==> src/design/int8_cosine_similarity_macros.svh <==
// ---------------------------------------------------------------------------
// int8_cosine_similarity assertion macros
// Clocked checks used by i8cs_ctrl, disabled during reset.
// ---------------------------------------------------------------------------
`ifndef INT8_COSINE_SIMILARITY_MACROS_SVH
`define INT8_COSINE_SIMILARITY_MACROS_SVH

// property holds at every edge
`define I8CS_ASSERT(label, prop, msg) \
   label: assert property (@(posedge clock) disable iff (reset) (prop)) else $error(msg);

// consequent holds in the cycle after the antecedent
`define I8CS_ASSERT_NEXT(label, ante, cons, msg) \
   label: assert property (@(posedge clock) disable iff (reset) (ante) |=> (cons)) \
      else $error(msg);

`endif

==> src/design/i8cs_pkg.sv <==
// ---------------------------------------------------------------------------
// i8cs_pkg
// Types and constants of the int8 cosine similarity block.
// ---------------------------------------------------------------------------
package i8cs_pkg;

   localparam int ACC_W  = 28;   // running sum width
   localparam int HALF_W = 14;   // multiplier operand slice
   localparam int SQ_W   = 56;   // norm product and squared dot
   localparam int WIDE_W = 90;   // root search terms
   localparam int Q_W    = 16;   // quotient search bits

   typedef struct packed {
      logic signed [7:0] elem_a;
      logic signed [7:0] elem_b;
      logic              last_elem;
   } req_type;

   typedef struct packed {
      logic signed [15:0] cosine_q15;
      logic               zero_norm;
   } rsp_type;

   typedef enum logic [2:0] {
      ST_IDLE,
      ST_MUL,
      ST_ADD,
      ST_CMP,
      ST_DONE
   } state_type;

   typedef struct packed {
      logic       acc_en;
      logic       mul_en;
      logic [1:0] mul_step;
      logic       srch_init;
      logic       add_en;
      logic       cmp_en;
      logic [3:0] bit_idx;
      logic       out_load;
   } cmd_type;

   typedef struct packed {
      logic out_free;
   } status_type;

endpackage

==> src/design/i8cs_ctrl.sv <==
// ---------------------------------------------------------------------------
// i8cs_ctrl
// Sequencer: accumulate words, then run the multiply and root search steps.
// ---------------------------------------------------------------------------
`include "int8_cosine_similarity_macros.svh"

module i8cs_ctrl
   import i8cs_pkg::*;
(
   input  logic       clock,
   input  logic       reset,
   input  logic       req_valid,
   input  logic       req_last,
   output logic       req_ready,
   input  status_type status,
   output cmd_type    cmd
);

   state_type  state_ff, state_in;
   logic [1:0] mul_cnt_ff, mul_cnt_in;
   logic [3:0] bit_cnt_ff, bit_cnt_in;

   always_ff @(posedge clock) begin
      if (reset) begin
         state_ff   <= ST_IDLE;
         mul_cnt_ff <= '0;
         bit_cnt_ff <= '0;
      end else begin
         state_ff   <= state_in;
         mul_cnt_ff <= mul_cnt_in;
         bit_cnt_ff <= bit_cnt_in;
      end
   end

   always_comb begin
      state_in = state_ff;
      unique case (state_ff)
         ST_IDLE: if (req_valid && req_last) state_in = ST_MUL;
         ST_MUL:  if (mul_cnt_ff == 2'd3) state_in = ST_ADD;
         ST_ADD:  state_in = ST_CMP;
         ST_CMP:  state_in = (bit_cnt_ff == 4'd0) ? ST_DONE : ST_ADD;
         ST_DONE: if (status.out_free) state_in = ST_IDLE;
         default: state_in = ST_IDLE;
      endcase
   end

   always_comb begin
      mul_cnt_in = (state_ff == ST_MUL) ? mul_cnt_ff + 2'd1 : 2'd0;
      bit_cnt_in = bit_cnt_ff;
      if (state_ff == ST_MUL) begin
         bit_cnt_in = 4'hF;
      end else if (state_ff == ST_CMP) begin
         bit_cnt_in = bit_cnt_ff - 4'd1;
      end
   end

   always_comb begin
      req_ready     = 1'b0;
      cmd           = '0;
      cmd.mul_step  = mul_cnt_ff;
      cmd.bit_idx   = bit_cnt_ff;
      unique case (state_ff)
         ST_IDLE: begin
            req_ready  = 1'b1;
            cmd.acc_en = req_valid;
         end
         ST_MUL: begin
            cmd.mul_en    = 1'b1;
            cmd.srch_init = 1'b1;
         end
         ST_ADD:  cmd.add_en = 1'b1;
         ST_CMP:  cmd.cmp_en = 1'b1;
         ST_DONE: cmd.out_load = status.out_free;
         default: req_ready = 1'b0;
      endcase
   end

   `I8CS_ASSERT_NEXT(a_last_starts, req_valid && req_ready && req_last, state_ff == ST_MUL,
      "last word did not start the search")
   `I8CS_ASSERT_NEXT(a_search_ends, state_ff == ST_CMP && bit_cnt_ff == 4'd0,
      state_ff == ST_DONE, "search did not end after the low bit")
   `I8CS_ASSERT_NEXT(a_done_holds, state_ff == ST_DONE && !status.out_free,
      state_ff == ST_DONE, "result dropped while output busy")

endmodule

==> src/design/i8cs_dpath.sv <==
// ---------------------------------------------------------------------------
// i8cs_dpath
// Running sums, shared 28x14 multiplier, bitwise root-quotient search.
// ---------------------------------------------------------------------------
module i8cs_dpath
   import i8cs_pkg::*;
(
   input  logic       clock,
   input  logic       reset,
   input  req_type    req,
   input  cmd_type    cmd,
   output status_type status,
   output logic       rsp_valid,
   input  logic       rsp_ready,
   output rsp_type    rsp_data
);

   logic [ACC_W-1:0]  dot_acc_ff, na_acc_ff, nb_acc_ff;
   logic [ACC_W-1:0]  dot_w_ff, na_w_ff, nb_w_ff;
   logic signed [15:0] ab_prod, aa_prod, bb_prod;
   logic [ACC_W-1:0]  dot_sum, na_sum, nb_sum;

   assign ab_prod = req.elem_a * req.elem_b;
   assign aa_prod = req.elem_a * req.elem_a;
   assign bb_prod = req.elem_b * req.elem_b;
   assign dot_sum = dot_acc_ff + {{(ACC_W-16){ab_prod[15]}}, ab_prod};
   assign na_sum  = na_acc_ff + {{(ACC_W-15){1'b0}}, aa_prod[14:0]};
   assign nb_sum  = nb_acc_ff + {{(ACC_W-15){1'b0}}, bb_prod[14:0]};

   always_ff @(posedge clock) begin
      if (reset) begin
         dot_acc_ff <= '0;
         na_acc_ff  <= '0;
         nb_acc_ff  <= '0;
      end else if (cmd.acc_en) begin
         // clear on the last word, hand the totals to the search
         dot_acc_ff <= req.last_elem ? '0 : dot_sum;
         na_acc_ff  <= req.last_elem ? '0 : na_sum;
         nb_acc_ff  <= req.last_elem ? '0 : nb_sum;
      end
   end

   always_ff @(posedge clock) begin
      if (cmd.acc_en && req.last_elem) begin
         dot_w_ff <= dot_sum;
         na_w_ff  <= na_sum;
         nb_w_ff  <= nb_sum;
      end
   end

   logic              neg;
   logic [ACC_W-1:0]  mag;
   logic [ACC_W-1:0]  mul_x;
   logic [ACC_W-1:0]  mul_yw;
   logic [HALF_W-1:0] mul_y;
   logic [ACC_W+HALF_W-1:0] pp;
   logic [SQ_W-1:0]   prod_ff, magsq_ff;

   assign neg    = dot_w_ff[ACC_W-1];
   assign mag    = neg ? ({ACC_W{1'b0}} - dot_w_ff) : dot_w_ff;
   assign mul_x  = cmd.mul_step[1] ? mag : na_w_ff;
   assign mul_yw = cmd.mul_step[1] ? mag : nb_w_ff;
   assign mul_y  = cmd.mul_step[0] ? mul_yw[ACC_W-1:HALF_W] : mul_yw[HALF_W-1:0];
   assign pp     = mul_x * mul_y;

   always_ff @(posedge clock) begin
      if (cmd.mul_en) begin
         case (cmd.mul_step)
            2'd0:    prod_ff  <= {{(SQ_W-ACC_W-HALF_W){1'b0}}, pp};
            2'd1:    prod_ff  <= prod_ff + {pp, {HALF_W{1'b0}}};
            2'd2:    magsq_ff <= {{(SQ_W-ACC_W-HALF_W){1'b0}}, pp};
            default: magsq_ff <= magsq_ff + {pp, {HALF_W{1'b0}}};
         endcase
      end
   end

   // find largest q with q*q*prod <= mag*mag*2^30, one bit per add/compare pair
   logic [WIDE_W-1:0] s_ff, t_ff, cand_ff, tcand_ff;
   logic [WIDE_W-1:0] r_val, prod_wide, t_sh, p_sh2k, p_shk;
   logic [Q_W-1:0]    q_ff;
   logic [4:0]        sh_t;

   assign r_val     = {{(WIDE_W-SQ_W-30){1'b0}}, magsq_ff, 30'd0};
   assign prod_wide = {{(WIDE_W-SQ_W){1'b0}}, prod_ff};
   assign sh_t      = {1'b0, cmd.bit_idx} + 5'd1;
   assign t_sh      = t_ff << sh_t;
   assign p_sh2k    = prod_wide << {cmd.bit_idx, 1'b0};
   assign p_shk     = prod_wide << cmd.bit_idx;

   always_ff @(posedge clock) begin
      if (cmd.srch_init) begin
         s_ff <= '0;
         t_ff <= '0;
         q_ff <= '0;
      end else if (cmd.cmp_en && (cand_ff <= r_val)) begin
         s_ff <= cand_ff;
         t_ff <= tcand_ff;
         q_ff[cmd.bit_idx] <= 1'b1;
      end
      if (cmd.add_en) begin
         cand_ff  <= s_ff + t_sh + p_sh2k;
         tcand_ff <= t_ff + p_shk;
      end
   end

   logic [Q_W:0]  qcap;
   logic [Q_W:0]  qneg;
   rsp_type       rsp_in;
   rsp_type       rsp_ff;
   logic          rsp_valid_ff;

   assign qcap = (q_ff > 16'd32768) ? 17'd32768 : {1'b0, q_ff};
   assign qneg = 17'd0 - qcap;

   always_comb begin
      rsp_in = '0;
      if (na_w_ff == '0 || nb_w_ff == '0) begin
         rsp_in.zero_norm = 1'b1;
      end else if (neg) begin
         rsp_in.cosine_q15 = qneg[15:0];
      end else begin
         rsp_in.cosine_q15 = (qcap > 17'd32767) ? 16'h7FFF : qcap[15:0];
      end
   end

   always_ff @(posedge clock) begin
      if (reset) begin
         rsp_valid_ff <= 1'b0;
      end else if (cmd.out_load) begin
         rsp_valid_ff <= 1'b1;
      end else if (rsp_ready) begin
         rsp_valid_ff <= 1'b0;
      end
   end

   always_ff @(posedge clock) begin
      if (cmd.out_load) begin
         rsp_ff <= rsp_in;
      end
   end

   assign status.out_free = !rsp_valid_ff || rsp_ready;
   assign rsp_valid       = rsp_valid_ff;
   assign rsp_data        = rsp_ff;

endmodule

==> src/design/int8_cosine_similarity.sv <==
// ---------------------------------------------------------------------------
// int8_cosine_similarity
// Streams int8 vector pairs, gives dot / sqrt(|a|^2 |b|^2) in Q1.15.
// ---------------------------------------------------------------------------
//  channel  direction  payload   handshake
//  req      in         req_type  req_valid / req_ready
//  rsp      out        rsp_type  rsp_valid / rsp_ready
//
// A word that is not last is taken in the idle state (three 8x8 multiply-accumulates).
// A last word starts 4 passes of the shared 28x14 multiplier, then
// 16 quotient bits of one add and one compare step each, then the load.
// The output register holds a result while new words are accepted; the next
// result waits in the done state until that register frees up.
// Reset clears the sums and control; no clearing pass.
module int8_cosine_similarity
   import i8cs_pkg::*;
(
   input  logic    clock,
   input  logic    reset,
   input  logic    req_valid,
   output logic    req_ready,
   input  req_type req_data,
   output logic    rsp_valid,
   input  logic    rsp_ready,
   output rsp_type rsp_data
);

   cmd_type    cmd;
   status_type status;

   i8cs_ctrl u_ctrl (
      .clock     (clock),
      .reset     (reset),
      .req_valid (req_valid),
      .req_last  (req_data.last_elem),
      .req_ready (req_ready),
      .status    (status),
      .cmd       (cmd)
   );

   i8cs_dpath u_dpath (
      .clock     (clock),
      .reset     (reset),
      .req       (req_data),
      .cmd       (cmd),
      .status    (status),
      .rsp_valid (rsp_valid),
      .rsp_ready (rsp_ready),
      .rsp_data  (rsp_data)
   );

endmodule

==> config.mk <==
export PLATFORM = sky130hd
export DESIGN_NAME = int8_cosine_similarity
export DESIGN_NICKNAME = d
export VERILOG_FILES = /design/src/design/i8cs_pkg.sv /design/src/design/i8cs_ctrl.sv /design/src/design/i8cs_dpath.sv /design/src/design/int8_cosine_similarity.sv
export VERILOG_INCLUDE_DIRS = /design/src /design/src/design
export SDC_FILE = /design/constraint.sdc
export NUM_CORES = 2
export LEC_CHECK = 0
export ABC_AREA = 1
export BUFFER_PORTS_ARGS = -buffer_cell sky130_fd_sc_hd__buf_4
export CAP_MARGIN = 20
export CORE_MARGIN = 4
export CORE_UTILIZATION = 45
export DETAILED_ROUTE_END_ITERATION = 10
export GPL_ROUTABILITY_DRIVEN = 0
export HOLD_SLACK_MARGIN = 0.08
export PLACE_DENSITY = 0.64
export SLEW_MARGIN = 25
export SYNTH_ARGS = -nofsm -noshare
export SYNTH_HDL_FRONTEND = slang
export SYNTH_SLANG_ARGS = --single-unit
==> constraint.sdc <==
create_clock -name clock -period 9.1 [get_ports clock]
set_input_delay 0.455 -clock clock [delete_from_list [all_inputs] [get_ports clock]]
set_output_delay 0.455 -clock clock [all_outputs]
set_load 0.02 [all_outputs]
After elaboration in Yosys (flattened, before gate mapping)
Index checks and enable logic that the tools add are counted.
Storage, ports and cells
  register bits: 683
  word-level logic and storage cells: 107
  output and inout bits: 19
  input port bits: 21
Cells by class
  reductions and logical operators: 20
  equal/unequal tests: 10
  bitwise gates (word level): 3
  shifts and indexed selects: 3
  $mul: 4
  $add $sub $neg: 13
  multiplexer cells: 30
  $lt $le $gt $ge: 5
Operators with widths (count)
  $add 90x90->90: 3
  $pmux 56 s2: 2
  $mux 28: 6
  $add 56x56->56: 2
  $le 90x86->1: 1
  $shl 56x4->90: 1
  $shl 56x5->90: 1
  $shl 90x5->90: 1
  $add 28x15->28: 2
  $logic_not 28->1: 2
  $mux 16: 3
  $mul 28x14->42: 1
  $mul 8x8->15: 2
  $add 28x28->28: 1
  $sub 1x28->28 const A: 1
  $gt 17x15->1 const B: 1
  $gt 16x16->1 const B: 1
  $mul 8x8->16: 1
  $or 16x16->16: 1
  $sub 1x16->16 const A: 1
  $pmux 3 s5: 1
  $mux 14: 1
  $mux 3: 4
  $mux 1: 10
  24 further kinds: 38

Logic depth before layout (Yosys ltp)
  word-level depth: 7
  depth in mapped cells: 50
  mapped depth without buffers: 50

Modules after synthesis
A second synthesis with hierarchy kept.
Unflattened totals
  cell total of the unflattened synthesis: 12250
  area total of the unflattened synthesis: 81907.3 um^2
By module, submodules not included
  i8cs_dpath: times used 1, seq. area each 17426.7 um^2, area an instance 81433.1 um^2, cells each 12179
  i8cs_ctrl: times used 1, seq. area each 180.2 um^2, area an instance 474.2 um^2, cells each 71

Worst setup path after synthesis
OpenSTA, ideal clock, no wires.
  kind: flip-flop to flip-flop
  start: reg u_ctrl.state_ff[0]
  end: reg u_dpath.cand_ff[0], enable pin
  path buffers: 0
  period minus slack after synthesis: 8.676 ns
  data required time: 8.378 ns
  arrival: 7.954 ns
  slack: 0.424 ns
  stages on the path, launching flop included: 4
  library setup time: 0.722 ns
  path through: dfxtp_1 -> nor2_1 -> inv_1 -> nor2_1
On the way
  word-level cells in the longest chain between the ends: 2
Ends and longest elaborated chain
  start: declaration: RTL line i8cs_ctrl.sv:19  | state_type state_ff, state_in;
  start signal: assignment: RTL line i8cs_ctrl.sv:29  | state_ff <= state_in;
  $eq 3x2->1: RTL line i8cs_ctrl.sv:62  | unique case (state_ff)
  $mux 1: RTL line i8cs_ctrl.sv:62
  end signal: assignment: RTL line i8cs_dpath.sv:101  | cand_ff <= s_ff + t_sh + p_sh2k;
  end: declaration: RTL line i8cs_dpath.sv:78  | logic [WIDE_W-1:0] s_ff, t_ff, cand_ff, tcand_ff;
Every way passes these cells.
A chain may end at the register's enable or synchronous reset.

Final worst setup path
  start: reg u_dpath.dot_w_ff[0]
  end: reg u_dpath.prod_ff[40] (data pin)
On the way
  word-level cells in the longest chain between the ends: 7
  elaborated cells on any way between the ends: 8
  classes of those cells: add/sub: 2; mul: 1; mux: 5
Ends and longest elaborated chain
  start: declaration: RTL line i8cs_dpath.sv:19  | logic [ACC_W-1:0] dot_w_ff, na_w_ff, nb_w_ff;
  start signal: assignment: RTL line i8cs_dpath.sv:45  | dot_w_ff <= dot_sum;
  $sub 1x28->28: RTL line i8cs_dpath.sv:60  | assign mag = neg ? ({ACC_W{1'b0}} - dot_w_ff) : dot_w_ff;
  $mux 28 *: RTL line i8cs_dpath.sv:60
  $mux 28: RTL line i8cs_dpath.sv:62  | assign mul_yw = cmd.mul_step[1] ? mag : nb_w_ff;
  $mux 14: RTL line i8cs_dpath.sv:63  | assign mul_y = cmd.mul_step[0] ? mul_yw[ACC_W-1:HALF_W] : mul_yw[HALF_W-1:0];
  $mul 28x14->42 *: RTL line i8cs_dpath.sv:64  | assign pp = mul_x * mul_y;
  $add 56x56->56: RTL line i8cs_dpath.sv:70  | 2'd1: prod_ff <= prod_ff + {pp, {HALF_W{1'b0}}};
  $pmux 56 s2 *: RTL line i8cs_dpath.sv:68  | case (cmd.mul_step)
  end signal: assignment: RTL line i8cs_dpath.sv:69  | 2'd0: prod_ff <= {{(SQ_W-ACC_W-HALF_W){1'b0}}, pp};
  end signal: assignment: RTL line i8cs_dpath.sv:70
  end: declaration: RTL line i8cs_dpath.sv:57  | logic [SQ_W-1:0] prod_ff, magsq_ff;
Mark *: on every way between the ends. The rest lies on a longest branch, timed or not.

==> reports/metrics.cfg <==
[synthesis]
synth_edf_count = 393
synth_fp_nets = 13500
synth-seq-cells = 683
synth_compound_area_share_pct = 14.2
muxShareOfSynthArea_pct = 1.13
syn-cell-area_sq_mm = 0.0831
synth_fa_ha_area_share_pct = 21.5
synth_ff_type = edfxtp_1
synthSimpleGateAreaFrac_pct = 27.3
async_reset_ff_share_pct = 0
yosys_warnings = 0
synth_top_family_by_area = simple AND/OR/NAND/NOR gates
synth_cell_type_count = 57
synthCells = 12400
syn_avg_cell_area_sq_um = 6.70
synth_xor_area_share_pct = 2.93
yosysSeqAreaShare_pct = 21.2

[worst_setup_path]
crit_arrival_ps = 9230
cp_slowest_cell = fa_1
path_class = reg -> reg
critPathMaxFanout = 6
r2r_start = u_dpath.dot_w_ff[0]
worstPathRequired_ps = 9510
cp-start-kind = flip-flop
crit_top_cell = fa_1
startpoint = u_dpath.dot_w_ff[0]
critPathCaptureType = flip-flop
slowest_delay_ps = 570

[drt]
drt.antenna.violating_nets = 0
drc = 0
wirelength_mm = 313
first_pass_iters = 9
first_iter_violations = 10800
num_vias = 86100
vias_per_cell = 5.69
avgRoutedWirePerCell_um = 20.6

[cells_and_area]
final_layout_size_suffix_gt1_share_pct = 8.04
area_growth_pct = 11.5
layout_commonest_cell = nand2_1
nets = 13700
final_cell_mix = nand2_1 (3086), inv_1 (2032), nor2_1 (1265)

[global_routing]
antenna_found_initial = 13
grt.overflow.total = 0
grt_pass1_vias = 80800
grt_pass1_wl_mm = 468
grt.total_usage_pct = 31.3
grt_max_degree = 161

[floorplan]
fp.dieW_um = 438
initial_core_util_pct = 45.3
die_height_um = 438
rows = 157
ioPinCount = 40
die_area_sq_mm = 0.192
core_area_sq_mm = 0.183

[sta]
grt_setup_unrepaired = yes
setup_viol = 0
skew_ps = 55.4
post-route-period-util_pct = 96.9
relSlewSlack_pct = 9.70
worst_pin_slew_ps = 1340
min_period_ps = 8820
fmax_mhz = 113
holdWs_ps = 177
hold_violations = 0
maxSlewViolCount = 0

[clock_network]
cts_buffers = 84
cts_tree = done
cts-root-buf = clkbuf_16
clk_latency_ps = 750
path_clk_slew_ps = 70
clock-sinks = 683
cts-htree-levels = 3
cts_max_path_buffers = 3

[outcome]
status = completed

[place]
port_buffers = 39
dpl.hpwl_mm = 254

[worst_hold_path]
hp-start = rsp_ready
hold_class = in -> reg

[run]
cap_violations = 0

critical path, delay by kind of cell, from the launching register on:
| family | cells | cell delay (ps) |
|---|---|---|
| xor gates and xnor gates | 1 | 220 |
| AOI/OAI and AO/OA | 6 | 590 |
| DFF | 1 | 400 |
| buffers and inverters | 12 | 1340 |
| and+or+nand+nor | 16 | 1930 |
| adders and majority gates | 9 | 4020 |
logic make-up after synthesis:
group                    count (synthesis)
AND/OR/NAND/NOR                       5560
buffers and inverters                 2493
AO/OA/AOI/OAI                         2196
adder cells (fa/ha/maj)               1104
flip-flops                             683
XOR/XNOR                               276
multiplexers                            94
metal layers:
metal | part of all wire [%] | wire, um | global-route usage (%) | vias to the layer above
li1 | - | - | - | 40000
met1 | 41 | 128000 | 43.2 | 40200
met2 | 41 | 128000 | 45.5 | 4888
met3 | 12 | 38500 | 8.23 | 989
met4 | 5.7 | 17700 | 14.6 | 16
met5 | 0.034 | 107 | 0 | -
state kept, by name, indices dropped and copies added (netlist names):
| name | cells |
|---|---|
| u_dpath.s_ff | 90 |
| u_dpath.nb_w_ff | 28 |
| u_dpath.t_ff | 90 |
| u_ctrl.state_ff | 3 |
| u_ctrl.mul_cnt_ff | 2 |
| u_ctrl.bit_cnt_ff | 4 |
| u_dpath.q_ff | 16 |
| u_dpath.na_w_ff | 28 |
| u_dpath.rsp_data | 17 |
| u_dpath.cand_ff | 90 |
| u_dpath.dot_w_ff | 28 |
| u_dpath.prod_ff | 56 |
| u_dpath.na_acc_ff | 28 |
| u_dpath.dot_acc_ff | 28 |
| u_dpath.nb_acc_ff | 28 |
| u_dpath.rsp_valid | 1 |
| u_dpath.tcand_ff | 90 |
| u_dpath.magsq_ff | 56 |
metrics by stage:
| step | setup TNS, ps | instance area [sq um] | instances | util [%] | setup WS, ps |
|---|---|---|---|---|---|
| 2_1_floorplan | 0 | 83100 | 12400 | - | 424 |
| 3_3_place_gp | -1250 | 88200 | 14900 | 48.1 | -253 |
| 3_5_place_dp | -2390 | 88200 | 14900 | 48.1 | -263 |
| 4_1_cts | -196 | 91300 | 15100 | 49.8 | -44.4 |
| 5_1_grt | -1110 | 92700 | 15100 | 50.5 | -124 |
| 6_report | 0 | 92700 | 15200 | 50.5 | 284 |
cell type report:
type | count | area (sq um)
diodes | 8 | 20.0
clock buffers | 113 | 2350
clock inverters | 44 | 551
fillers | 18400 | 90700
inverters | 2082 | 7850
multi-input cells | 9230 | 57000
flip-flops and latches | 683 | 17600
well taps | 2464 | 3080
repair buffers | 528 | 4250
synth_stat cells (6+ instances only):
cell type	number	area, sq um
a211oi_1	6	45.0
a21boi_0	27	203
a21o_1	41	308
a21oi_1	1047	5240
a22oi_1	13	97.6
a31oi_1	52	325
and2_1	27	169
and3_1	13	81.3
buf_1	65	244
buf_2	104	521
buf_4	27	203
buf_6	27	304
clkbuf_1	186	698
clkinv_1	9	33.8
dfxtp_1	290	5810
edfxtp_1	393	11800
fa_1	539	10800
ha_1	565	7070
inv_1	2056	7720
inv_2	17	63.8
mux2i_1	94	941
nand2_1	3107	11700
nand2_2	16	100
nand3_1	748	3740
nand3b_1	22	165
nand4_1	97	607
nor2_1	1314	4930
nor2_2	13	81.3
nor3_1	120	601
nor4_1	41	257
o2111ai_1	6	52.6
o211ai_1	35	263
o21a_1	53	398
o21ai_0	786	3930
o21ai_1	32	160
o21ai_2	10	87.6
o21bai_1	60	450
o22ai_1	13	81.3
or2_2	31	194
xnor2_1	76	666
xor2_1	199	1740
final timing paths:
| kind | to | slack [ps] | cells after the start |
|---|---|---|---|
| setup reg to reg | u_dpath.prod_ff[40] | 280 | 44 |
| hold reg to reg | u_dpath.s_ff[88] | 460 | 2 |
| setup / recovery | u_dpath.prod_ff[40] | 280 | 44 |
| hold / removal | u_dpath.rsp_valid | 180 | 4 |
timing repair:
item	in CTS	in global routing
hold endpoints to repair	1	0
resized for setup	16	273
hold buffers	1	0
gates cloned	0	1
pin swaps	3	61
buffers inserted	7	28
endpoints found under the setup margin	39	61
Power is not shown: default switching activity piles up to over one toggle a cycle in this logic, so the estimate is an artifact.
